## config.mk

```make
export PLATFORM = sky130hd
export DESIGN_NAME = dle_framed_packet_matcher_top_flat
export DESIGN_NICKNAME = d
export VERILOG_FILES = /design/src/hw/rtl/dfpm_pkg.sv /design/src/hw/rtl/dfpm_req_if.sv /design/src/hw/rtl/dfpm_rsp_if.sv /design/src/hw/rtl/dfpm_frame_fsm.sv /design/src/hw/rtl/dfpm_rsp_buffer.sv /design/src/hw/rtl/dle_framed_packet_matcher_top.sv /design/src/flat_wrapper.sv
export SDC_FILE = /design/constraint.sdc
export NUM_CORES = 1
export LEC_CHECK = 0
export ABC_AREA = 0
export BUFFER_PORTS_ARGS = -buffer_cell sky130_fd_sc_hd__buf_2
export CAP_MARGIN = 20
export CORE_UTILIZATION = 55
export CTS_CLUSTER_DIAMETER = 120
export DETAILED_ROUTE_END_ITERATION = 12
export GPL_TIMING_DRIVEN = 0
export HOLD_SLACK_MARGIN = 0.08
export PLACE_DENSITY = 0.77
export SYNTH_ARGS = -nofsm -noshare
export SYNTH_HDL_FRONTEND = slang
export SYNTH_HIERARCHICAL = 1
export SYNTH_SLANG_ARGS = --single-unit
```

## constraint.sdc

```tcl
create_clock -name clock -period 2.85 [get_ports clock]
set_clock_uncertainty 0.2 [all_clocks]
set_input_delay 0.57 -clock clock [delete_from_list [all_inputs] [get_ports clock]]
set_output_delay 0.57 -clock clock [all_outputs]
set_load 0.01 [all_outputs]
```

## src/hw/rtl/dfpm_pkg.sv

```systemverilog
// Package for the DLE-framed packet matcher.
// Holds the framing symbols, the length counter width, the phase encoding and
// the result type. No dependencies.
package dfpm_pkg;

   // Width of the saturating length counter (legal range 4 to 32).
   localparam int LEN_BITS = 16;
   // Width of the reported packet length.
   localparam int OUT_LEN_BITS = 16;

   // Framing symbols.
   localparam logic [7:0] SYM_STX = 8'h02;
   localparam logic [7:0] SYM_ETX = 8'h03;
   localparam logic [7:0] SYM_ACK = 8'h06;
   localparam logic [7:0] SYM_DLE = 8'h10;

   // Largest value of the length counter.
   localparam logic [LEN_BITS-1:0] LEN_MAX = {LEN_BITS{1'b1}};
   // Largest reportable length.
   localparam logic [OUT_LEN_BITS-1:0] OUT_LEN_MAX = {OUT_LEN_BITS{1'b1}};

   // Frame recognition phases, one-hot.
   typedef enum logic [5:0] {
      PH_WAIT_DLE  = 6'b000001,  // Waiting for an opening DLE.
      PH_OPENED    = 6'b000010,  // Opening DLE seen.
      PH_FIRST     = 6'b000100,  // Expecting the first data byte.
      PH_DATA      = 6'b001000,  // Data, searching for a checksum.
      PH_CANDIDATE = 6'b010000,  // After a candidate checksum byte.
      PH_CAND_DLE  = 6'b100000   // After a DLE that follows a candidate.
   } phase_type;

   // One result transaction.
   typedef struct packed {
      logic                    matched;
      logic [OUT_LEN_BITS-1:0] packet_length;
   } result_type;

endpackage

```

## src/hw/rtl/dfpm_req_if.sv

```systemverilog
// Request channel interface of the DLE-framed packet matcher.
// Carries one received byte per transaction. No dependencies.
interface dfpm_req_if;
   logic       valid;
   logic       ready;
   logic [7:0] rx_byte;

   modport source (output valid, output rx_byte, input ready);
   modport sink (input valid, input rx_byte, output ready);
endinterface

```

## src/hw/rtl/dfpm_rsp_if.sv

```systemverilog
// Response channel interface of the DLE-framed packet matcher.
// Carries the match flag and packet length per transaction. No dependencies.
interface dfpm_rsp_if;
   logic        valid;
   logic        ready;
   logic        matched;
   logic [15:0] packet_length;

   modport source (output valid, output matched, output packet_length, input ready);
   modport sink (input valid, input matched, input packet_length, output ready);
endinterface

```

## src/hw/rtl/dfpm_frame_fsm.sv

```systemverilog
// Frame recognition state machine of the DLE-framed packet matcher.
// Updates phase, length count and running sum once per accepted byte and
// forms that byte's result. Depends on dfpm_pkg.
module dfpm_frame_fsm (
   input  logic                  clock,
   input  logic                  reset,
   input  logic                  byte_valid,
   input  logic [7:0]            rx_byte,
   output dfpm_pkg::result_type  result
);

   dfpm_pkg::phase_type              phase_ff, phase_in;
   logic [dfpm_pkg::LEN_BITS-1:0]    count_ff, count_in;
   logic [7:0]                       sum_ff, sum_in;
   logic [dfpm_pkg::LEN_BITS-1:0]    count_inc;
   logic [7:0]                       sum_add;
   logic                             hit;
   logic [31:0]                      count_wide;

   // Saturating increment of the length count and running sum update.
   assign count_inc = (count_ff == dfpm_pkg::LEN_MAX) ? count_ff : count_ff + 1'b1;
   assign sum_add   = sum_ff + rx_byte;

   // Next state for the byte on the input.
   always_comb begin
      phase_in = phase_ff;
      count_in = count_ff;
      sum_in   = sum_ff;
      hit      = 1'b0;
      case (phase_ff)
         dfpm_pkg::PH_WAIT_DLE: begin
            if (rx_byte == dfpm_pkg::SYM_DLE) begin
               count_in = dfpm_pkg::LEN_BITS'(1);
               phase_in = dfpm_pkg::PH_OPENED;
            end
         end
         dfpm_pkg::PH_OPENED: begin
            if (rx_byte == dfpm_pkg::SYM_STX) begin
               count_in = count_inc;
               phase_in = dfpm_pkg::PH_FIRST;
            end else if (rx_byte == dfpm_pkg::SYM_ACK) begin
               count_in = count_inc;
               phase_in = dfpm_pkg::PH_WAIT_DLE;
               hit      = 1'b1;
            end else begin
               phase_in = dfpm_pkg::PH_WAIT_DLE;
            end
         end
         dfpm_pkg::PH_FIRST: begin
            sum_in   = rx_byte;
            count_in = count_inc;
            phase_in = dfpm_pkg::PH_DATA;
         end
         dfpm_pkg::PH_DATA: begin
            if (sum_ff == rx_byte) begin
               phase_in = dfpm_pkg::PH_CANDIDATE;
            end
            sum_in   = sum_add;
            count_in = count_inc;
         end
         dfpm_pkg::PH_CANDIDATE: begin
            count_in = count_inc;
            if (rx_byte == dfpm_pkg::SYM_DLE) begin
               phase_in = dfpm_pkg::PH_CAND_DLE;
            end else begin
               if (sum_ff != rx_byte) begin
                  phase_in = dfpm_pkg::PH_DATA;
               end
               sum_in = sum_add;
            end
         end
         dfpm_pkg::PH_CAND_DLE: begin
            count_in = count_inc;
            if (rx_byte == dfpm_pkg::SYM_ETX) begin
               phase_in = dfpm_pkg::PH_WAIT_DLE;
               hit      = 1'b1;
            end else begin
               phase_in = (sum_ff == rx_byte) ? dfpm_pkg::PH_CANDIDATE : dfpm_pkg::PH_DATA;
               sum_in   = sum_add;
            end
         end
         default: begin
            phase_in = dfpm_pkg::PH_WAIT_DLE;
         end
      endcase
   end

   // The reported length is the updated count, clipped to the output width; it is zero when no frame matched.
   assign count_wide = 32'(count_in);
   always_comb begin
      result.matched = hit;
      if (!hit) begin
         result.packet_length = '0;
      end else if (count_wide > 32'(dfpm_pkg::OUT_LEN_MAX)) begin
         result.packet_length = dfpm_pkg::OUT_LEN_MAX;
      end else begin
         result.packet_length = count_wide[dfpm_pkg::OUT_LEN_BITS-1:0];
      end
   end

   // State registers advance only on an accepted byte.
   always_ff @(posedge clock) begin
      if (reset) begin
         phase_ff <= dfpm_pkg::PH_WAIT_DLE;
         count_ff <= '0;
         sum_ff   <= '0;
      end else if (byte_valid) begin
         phase_ff <= phase_in;
         count_ff <= count_in;
         sum_ff   <= sum_in;
      end
   end

   // A completed frame always holds at least the DLE and one more byte.
   assert property (@(posedge clock) disable iff (reset)
      byte_valid && result.matched |-> result.packet_length >= 16'd2)
      else $error("Matched frame reported shorter than two bytes.");

   // An opening DLE restarts the count at one.
   assert property (@(posedge clock) disable iff (reset)
      byte_valid && phase_ff == dfpm_pkg::PH_WAIT_DLE && rx_byte == dfpm_pkg::SYM_DLE
      |=> count_ff == dfpm_pkg::LEN_BITS'(1) && phase_ff == dfpm_pkg::PH_OPENED)
      else $error("Opening DLE did not restart the frame.");

   // Without an accepted byte the frame state holds.
   assert property (@(posedge clock) disable iff (reset)
      !byte_valid |=> $stable(phase_ff) && $stable(count_ff) && $stable(sum_ff))
      else $error("Frame state changed without an accepted byte.");

endmodule

```

## src/hw/rtl/dfpm_rsp_buffer.sv

```systemverilog
// Two-entry response buffer (output register plus skid register) of the
// DLE-framed packet matcher. Depends on dfpm_pkg.
module dfpm_rsp_buffer (
   input  logic                  clock,
   input  logic                  reset,
   input  logic                  in_valid,
   input  dfpm_pkg::result_type  in_data,
   output logic                  in_ready,
   output logic                  out_valid,
   output dfpm_pkg::result_type  out_data,
   input  logic                  out_ready
);

   logic                  out_valid_ff, out_valid_in;
   logic                  skid_valid_ff, skid_valid_in;
   dfpm_pkg::result_type  out_data_ff, out_data_in;
   dfpm_pkg::result_type  skid_data_ff, skid_data_in;
   logic                  out_free;

   // The output register is free when empty or being taken this cycle.
   assign out_free  = !out_valid_ff || out_ready;
   assign in_ready  = !skid_valid_ff;
   assign out_valid = out_valid_ff;
   assign out_data  = out_data_ff;

   // Move the skid entry forward first; new transactions fill whichever
   // register is free.
   always_comb begin
      out_valid_in  = out_valid_ff;
      out_data_in   = out_data_ff;
      skid_valid_in = skid_valid_ff;
      skid_data_in  = skid_data_ff;
      if (out_free) begin
         if (skid_valid_ff) begin
            out_valid_in  = 1'b1;
            out_data_in   = skid_data_ff;
            skid_valid_in = 1'b0;
         end else begin
            out_valid_in = in_valid;
            out_data_in  = in_data;
         end
      end else if (in_valid) begin
         skid_valid_in = 1'b1;
         skid_data_in  = in_data;
      end
   end

   always_ff @(posedge clock) begin
      if (reset) begin
         out_valid_ff  <= 1'b0;
         skid_valid_ff <= 1'b0;
      end else begin
         out_valid_ff  <= out_valid_in;
         skid_valid_ff <= skid_valid_in;
      end
   end

   always_ff @(posedge clock) begin
      out_data_ff  <= out_data_in;
      skid_data_ff <= skid_data_in;
   end

   // The skid register only fills behind a held output register.
   assert property (@(posedge clock) disable iff (reset)
      skid_valid_ff |-> out_valid_ff)
      else $error("Skid entry present with empty output register.");

   // A stalled output with a new transaction parks it in the skid register.
   assert property (@(posedge clock) disable iff (reset)
      in_valid && in_ready && out_valid_ff && !out_ready |=> skid_valid_ff)
      else $error("Transaction lost while output stalled.");

   // A taken output with a skid entry moves that entry forward.
   assert property (@(posedge clock) disable iff (reset)
      skid_valid_ff && out_ready |=> out_valid_ff && !skid_valid_ff
      && out_data_ff == $past(skid_data_ff))
      else $error("Skid entry not forwarded.");

endmodule

```

## src/hw/rtl/dle_framed_packet_matcher_top.sv

```systemverilog
// Top level of the DLE-framed packet matcher.
// Depends on dfpm_pkg, dfpm_req_if, dfpm_rsp_if, dfpm_frame_fsm and
// dfpm_rsp_buffer.
//
//   Channel   Direction  Payload                              Handshake
//   req_chan  in         rx_byte[7:0]                         valid/ready
//   rsp_chan  out        matched, packet_length[15:0]         valid/ready
//
// Each request transaction yields exactly one response transaction, held in the
// output register, or in the skid register while the output is stalled.
// A byte can be accepted in every cycle while req_chan.ready is high; the frame
// state updates in that same cycle and its result enters the output buffer.
// A two-entry output buffer decouples the sides: req_chan.ready drops only
// while both the output and skid registers hold untaken results.
// Reset is synchronous and active high; it returns the matcher to waiting for
// a DLE and empties the output buffer. No clearing pass is needed.
module dle_framed_packet_matcher_top (
   input  logic       clock,
   input  logic       reset,
   dfpm_req_if.sink   req_chan,
   dfpm_rsp_if.source rsp_chan
);

   logic                  req_accept;
   logic                  req_ready;
   dfpm_pkg::result_type  fsm_result;
   dfpm_pkg::result_type  rsp_data;

   assign req_chan.ready = req_ready;
   assign req_accept     = req_chan.valid && req_ready;

   // Frame recognition.
   dfpm_frame_fsm u_frame_fsm (
      .clock      (clock),
      .reset      (reset),
      .byte_valid (req_accept),
      .rx_byte    (req_chan.rx_byte),
      .result     (fsm_result)
   );

   // Response buffering.
   dfpm_rsp_buffer u_rsp_buffer (
      .clock     (clock),
      .reset     (reset),
      .in_valid  (req_accept),
      .in_data   (fsm_result),
      .in_ready  (req_ready),
      .out_valid (rsp_chan.valid),
      .out_data  (rsp_data),
      .out_ready (rsp_chan.ready)
   );

   assign rsp_chan.matched       = rsp_data.matched;
   assign rsp_chan.packet_length = rsp_data.packet_length;

endmodule
```

## src/flat_wrapper.sv

```systemverilog
// flat-port wrapper written by rule: the top's interface ports become plain ports
module dle_framed_packet_matcher_top_flat 
  (clock, reset, req_chan_valid, req_chan_rx_byte, req_chan_ready, rsp_chan_valid, rsp_chan_matched, rsp_chan_packet_length, rsp_chan_ready);
  dfpm_req_if req_chan_i ();
  dfpm_rsp_if rsp_chan_i ();
  input  logic clock;
  input  logic reset;
  input wire logic [$bits(req_chan_i.valid)-1:0] req_chan_valid;
  input wire logic [$bits(req_chan_i.rx_byte)-1:0] req_chan_rx_byte;
  output wire logic [$bits(req_chan_i.ready)-1:0] req_chan_ready;
  output wire logic [$bits(rsp_chan_i.valid)-1:0] rsp_chan_valid;
  output wire logic [$bits(rsp_chan_i.matched)-1:0] rsp_chan_matched;
  output wire logic [$bits(rsp_chan_i.packet_length)-1:0] rsp_chan_packet_length;
  input wire logic [$bits(rsp_chan_i.ready)-1:0] rsp_chan_ready;
  assign req_chan_i.valid = req_chan_valid;
  assign req_chan_i.rx_byte = req_chan_rx_byte;
  assign req_chan_ready = req_chan_i.ready;
  assign rsp_chan_valid = rsp_chan_i.valid;
  assign rsp_chan_matched = rsp_chan_i.matched;
  assign rsp_chan_packet_length = rsp_chan_i.packet_length;
  assign rsp_chan_i.ready = rsp_chan_ready;
  dle_framed_packet_matcher_top u_core (.clock(clock), .reset(reset), .req_chan(req_chan_i), .rsp_chan(rsp_chan_i));
endmodule
```

After elaboration in Yosys (flattened, before gate mapping)
Index checks and enable logic that the tools add are counted.
{"block": "op_classes", "n_addsub": 2, "magnitude_cmp": 1, "eq_ne": 18, "n_mux": 24, "bitwise_logic": 1, "reduce_logical": 10}
{"operator": "$mux W16", "count": 6}
{"operator": "$pmux W16 S3", "count": 1}
{"operator": "$pmux W6 S6", "count": 1}
{"operator": "$pmux W8 S4", "count": 1}
{"operator": "$mux W6", "count": 4}
{"operator": "$mux W17", "count": 1}
{"operator": "$add A16 B1 Y16 const B", "count": 1}
{"operator": "$eq A16 B16 Y1 const B", "count": 1}
{"operator": "$eq A8 B2 Y1 const B", "count": 2}
{"operator": "$gt A16 B16 Y1 const B", "count": 1}
{"operator": "$mux W8", "count": 2}
{"operator": "$mux W5", "count": 2}
{"operator": "$add A8 B8 Y8", "count": 1}
{"operator": "$eq A8 B3 Y1 const B", "count": 1}
{"operator": "$eq A8 B5 Y1 const B", "count": 1}
{"operator": "$eq A8 B8 Y1", "count": 1}
{"operator": "$ne A2 B2 Y1 const B", "count": 4}
{"operator": "$ne A8 B8 Y1", "count": 1}
{"operator": "$reduce_and A4 Y1", "count": 2}
{"operator": "$eq A6 B1 Y1 const B", "count": 1}
{"operator": "$eq A6 B2 Y1 const B", "count": 1}
{"operator": "$eq A6 B3 Y1 const B", "count": 1}
{"operator": "$eq A6 B4 Y1 const B", "count": 1}
{"operator": "$eq A6 B5 Y1 const B", "count": 1}
{"operator": "other kinds (13)", "count": 17}
{"block": "word_totals", "register_bits": 66, "output_inout_bits": 19, "wordCells": 65}

Longest topological paths before layout
{"block": "logic_depth", "ltp_word": 9, "mapped_depth": 11, "depth_no_buf": 10}

Cells and area by module
The synthesis kept the hierarchy.
{"module": "dfpm_frame_fsm", "instances": 1, "cells_each": 359, "area_per_inst_um2": 2691.3}
{"module": "dfpm_rsp_buffer", "instances": 1, "cells_each": 62, "area_per_inst_um2": 1345.0}
{"module": "dle_framed_packet_matcher_top", "instances": 1, "cells_each": 1, "area_per_inst_um2": 6.3}

Least setup slack after synthesis
OpenSTA, ideal clock, no wires.
{"block": "synth_path", "path_kind": "in2reg", "start": "input port req_chan_rx_byte[7]", "end": "register u_core.u_rsp_buffer.out_data_ff, in the netlist u_core/u_rsp_buffer/out_data[12] (data pin)", "setup_ps": 260, "arrival_ps": 2432, "required_ps": 2390, "setup_slack_ps": -43, "path_stages": 10, "path_buffers": 2, "path_cell_list": "buf_2 nor4_4 and3b_1 buf_2 inv_1 o21ai_2 and3_1 and3_1 nor3_1 mux2_4"}
{"item": "from (decl)", "line_no": "flat_wrapper.sv:9", "rtl": "input wire logic [$bits(req_chan_i.rx_byte)-1:0] req_chan_rx_byte;"}
{"item": "to (signal assigned)", "line_no": "dfpm_rsp_buffer.sv:59", "rtl": "out_data_ff <= out_data_in;"}
{"item": "to (decl)", "line_no": "dfpm_rsp_buffer.sv:16", "rtl": "dfpm_pkg::result_type out_data_ff, out_data_in;"}

==> results by stage <==
Floorplanning:
- The top-level port count is 31.
- The core region is around 0.0069 sq mm.
- The floorplan step defined a die boundary enclosing about 0.0077 sq mm.
- The initial utilization of the core area, before any placement, comes to 0.582.
- The overall die height is about 90 um.
- The total number of placement rows is 30.
- From left edge to right edge, the die measures about 88 um.

Setup path:
- The worst-path maximum fanout is 7.
- Data on the critical path is required at its endpoint by between 2 and 3 ns.
- STA classifies the critical path startpoint as an input port.
- For the worst setup path, the data arrival time is 2.68 ns.
- STA classifies the critical path endpoint as a register.
- The type of the setup path with the least slack is input port to register.

Yosys:
- The most used standard cell by instance count after synthesis is nor2_1.
- Of the total synthesized cell area, the portion taken by full adders, half adders and majority gates is 0.0297.
- The synthesized area per cell is around 9.6 sq um.
- The cell count after synthesis came out at 422.
- The number of distinct standard cells referenced by the synthesized netlist is 73.
- For this run, the number of Yosys warnings is 6.
- Ranked by total cell area, the synthesized netlist is headed by edfxtp_1 25%, dfxtp_1 16%, nor2_1 5.2%.
- The cell area that synthesis handed to floorplanning was between 0.004 and 0.005 sq mm.
- Of the total synthesized cell area, the portion taken by AND, OR, NAND and NOR gates is 0.249.
- In this run, synthesis produced a sequential element count of 66.
- By area, the combinational part of the netlist is dominated by simple AND/OR/NAND/NOR gates.
- Yosys mapped a number of flops with a built-in enable equal to 34.
- Of the total synthesized cell area, the portion taken by XOR and XNOR cells is 0.0173.
- The leading area contributor after synthesis is edfxtp_1.
- The post-synthesis async set-or-reset flop share is 0.
- Counting every net in the synthesized netlist gives 443.
- In the synthesized netlist the dominant register cell turns out to be edfxtp_1.
- The portion of synthesized area spent on multiplexers is 0.0777.
- By count the netlist is led by 56 x nor2_1, 34 x edfxtp_1, 32 x dfxtp_1, 26 x a21oi_1, 25 x nand2_1.
- The area fraction in compound gates after synthesis is 0.173.
- The sequential cell area fraction in the yosys report is 0.411.
- The share of synthesized area in the top cell type comes to 0.253.

Route:
- The first-iteration detailed-routing DRC count is 300.
- The ratio of routed vias to standard cells is 6.31.
- The count of unresolved DRC violations after routing is 0.
- The count of antenna-violating nets left after detailed routing is 0.
- The detailed router placed between 3000 and 4000 vias in this run.
- The length of the first detailed-routing pass in iterations is 5.
- After detailed routing, the average wire length per cell comes to about 17 um.
- The wire length reported by the detailed router is approximately 9.9 mm.

Global route:
- The largest net degree at the start of global routing is 21.
- For this run, the total global-route usage over all layers was measured as 0.265.
- The global route total overflow is 0.
- The number of global-route vias before repair was approximately 3300.
- The initial antenna violation count is 0.
- The first global-routing pass estimated 15.6 mm of wire.

Place:
- After detailed placement, the design holds a cell count of about 550.
- The HPWL after detailed placement is 6.68 mm.
- The quantity of I/O buffers inserted on ports is 29.
- The congestion estimate from routability-driven global placement came to approximately 0.95.
- The worst slack after detailed placement is -0.431 ns.

STA:
- For this run, the top clock speed supported by timing is around 360 MHz.
- Setup violations remaining at the end of the flow were counted as 0.
- The final critical-path share of the clock period is 0.980.
- The max-slew violation total from the final report is 0.
- In the post-route analysis, the smallest setup slack over all paths is ~0.056 ns.
- The final hold violation count is 0.
- For the pin with the worst max-slew slack, the measured transition is 0.953 ns.
- Subtracting the final worst setup slack from the clock period gives between 2 and 3 ns.
- The worst pin sits at a relative slew slack of 0.364.

Clock network:
- The cell sitting at the root of the clock tree is a clkbuf_8.
- CTS built an H-tree with a depth of 3.
- The clock latency on the worst-skew pair is 0.34 ns.
- The TritonCTS clock tree is built.
- Hold repair after CTS inserted 0 buffers.
- After clock tree synthesis, the clock-pin slew on the worst setup and hold paths is 0.07 ns.
- The clock passes through at most 2 buffers.
- Buffers inserted during clock tree synthesis total 9.
- The tree built by TritonCTS fans out to 66 sinks.

Finish:
- The count of non-filler cells in the finished layout is approximately 570.
- The number of antenna diodes in the final layout is 0.
- The number of fillers in the final layout is between 500 and 600.
- The area growth from synthesis to layout is 17.4%.
- Of the cells placed in the final design, the portion with a size suffix greater than 1 is 0.252.
- The number of nets in the layout is 492.

Power and ir drop:
- The total power density per cell area is 459 mW/mm^2.
- The internal portion of total power is 0.00167 W.
- Of the total power, the share spent switching nets is 0.233.
- The switching power is around 0.00051 W.
- The share of total power dissipated in combinational logic is 0.081.
- Across the VDD grid, the largest voltage drop is 0.000215 V.
- For this design the static power due to leakage is 1.70 nW.
- Of the total power, registers draw 0.474.
- The share of power burned in the clock network is 0.445.

Min path:
- In this run the worst hold path is classified as input port to register.

Status:
- The run finished with clean final reports.

Run:
- Max-cap violations in this run came to 0.
==> metrics by stage <==
step	hold WS [ns]	instance area [sq um]	total power [W]	TNS (ns)	utilization
final	0.262	4750	0.00218	0	0.683
after CTS	0.250	4590	0.00218	-0.209	0.660
after global placement	0.292	4320	0.00122	-10.70	0.621
after global routing	0.251	4750	0.00226	-0.105	0.683
after floorplan	0.275	4050	0.00116	0	-
after detailed placement	0.301	4330	0.00122	-7.05	0.623
==> path summary, 6_finish.rpt <==
kind	depth (start not counted)	end	start	slack (ns)
setup / recovery	10	u_core/u_rsp_buffer/out_data[14]	req_chan_rx_byte[5]	0.06
hold reg to reg	2	u_core/u_frame_fsm/sum_ff[6]	u_core/u_frame_fsm/sum_ff[6]	0.31
setup reg to reg	8	u_core/u_rsp_buffer/out_data[0]	u_core/u_frame_fsm/phase_ff[3]	0.06
hold / removal	2	u_core/u_rsp_buffer/out_valid	reset	0.26
==> power by group through the flow <==
stage          combinational (W)  clock (W)  sequential (W)
3_5_place_dp            0.000170          0         0.00105
5_1_grt                 0.000193    0.00103         0.00104
2_1_floorplan           0.000105          0         0.00106
4_1_cts                 0.000172   0.000979         0.00103
3_3_place_gp            0.000165          0         0.00105
6_report                0.000177   0.000970         0.00103
==> per-layer routing <==
metal | global-route usage | share of wire
met1 | 0.348 | 0.43
met2 | 0.414 | 0.48
met3 | 0.0566 | 0.066
met4 | 0.130 | 0.023
met5 | 0 | 0
==> worst max-delay path: stages <==
cell and delay (ns):
buf_2 0.13, nor4_4 0.38, and3b_1 0.21, buf_2 0.18, o22ai_4 0.10, buf_12 0.16
or3_1 0.36, a21oi_1 0.20, nor3_1 0.11, mux2_2 0.28
==> layout make-up <==
cell class	instances	area, sq um	share of cell area
buffer	20	128	0.0269
clock buffer	10	128	0.0269
clock inverter	6	115	0.0243
inverter	10	37.5	0.00791
multi-input combinational	324	2310	0.487
sequential	66	1660	0.350
tap	96	120	0.0253
timing repair buffer	40	244	0.0514
==> repair_timing <==
item | in CTS | in global routing
gates resized for setup | 5 | 22
pin swaps | 2 | 13
endpoints found under the setup margin | 15 | 26
setup buffers | 0 | 10
==> sequential cells by signal, summed over array words and instances (netlist names) <==
| name | count |
|---|---|
| u_core/u_frame_fsm/count_ff | 16 |
| u_core/u_frame_fsm/phase_ff | 6 |
| u_core/u_frame_fsm/sum_ff | 8 |
| u_core/u_rsp_buffer/out_data | 17 |
| u_core/u_rsp_buffer/out_valid | 1 |
| u_core/u_rsp_buffer/skid_data_ff | 17 |
| u_core/u_rsp_buffer/skid_valid_ff | 1 |
==> cells in the final DEF, fill, tap and decap left out, types with 4 or more instances in the layout <==
| cell | netlist | routed |
|---|---|---|
| nand3b_1 | 8 | 8 |
| nor2_1 | 56 | 52 |
| mux2i_1 | 7 | 7 |
| buf_6 | 3 | 4 |
| clkbuf_8 | 0 | 9 |
| buf_2 | 4 | 32 |
| mux2_4 | 8 | 9 |
| ha_1 | 8 | 8 |
| a21oi_1 | 26 | 24 |
| nor2b_1 | 6 | 6 |
| nor3_1 | 16 | 14 |
| buf_4 | 2 | 11 |
| inv_1 | 10 | 10 |
| o21ai_0 | 24 | 24 |
| clkbuf_1 | 12 | 9 |
| a22oi_1 | 5 | 5 |
| nor2_2 | 1 | 4 |
| a31oi_1 | 6 | 6 |
| and3_1 | 4 | 4 |
| nand4_1 | 4 | 4 |
| edfxtp_1 | 34 | 34 |
| nor4_1 | 6 | 6 |
| xnor2_1 | 6 | 6 |
| nand4b_1 | 6 | 6 |
| nand2_1 | 25 | 25 |
| dfxtp_1 | 32 | 31 |
| nand3_1 | 13 | 10 |
| a211oi_1 | 13 | 11 |
| nand2b_1 | 4 | 4 |
| mux2_2 | 11 | 10 |
==> cell families (layout without fill, tap and decap cells) <==
kind of cell	count (synthesis)	in the layout
buffers and inverters	32	86
AOI/OAI and AO/OA	104	104
xor gates and xnor gates	8	8
muxes	26	26
DFF	66	66
adders and majority gates	9	9
and+or+nand+nor	177	177
(Power assumes the default switching activity.)
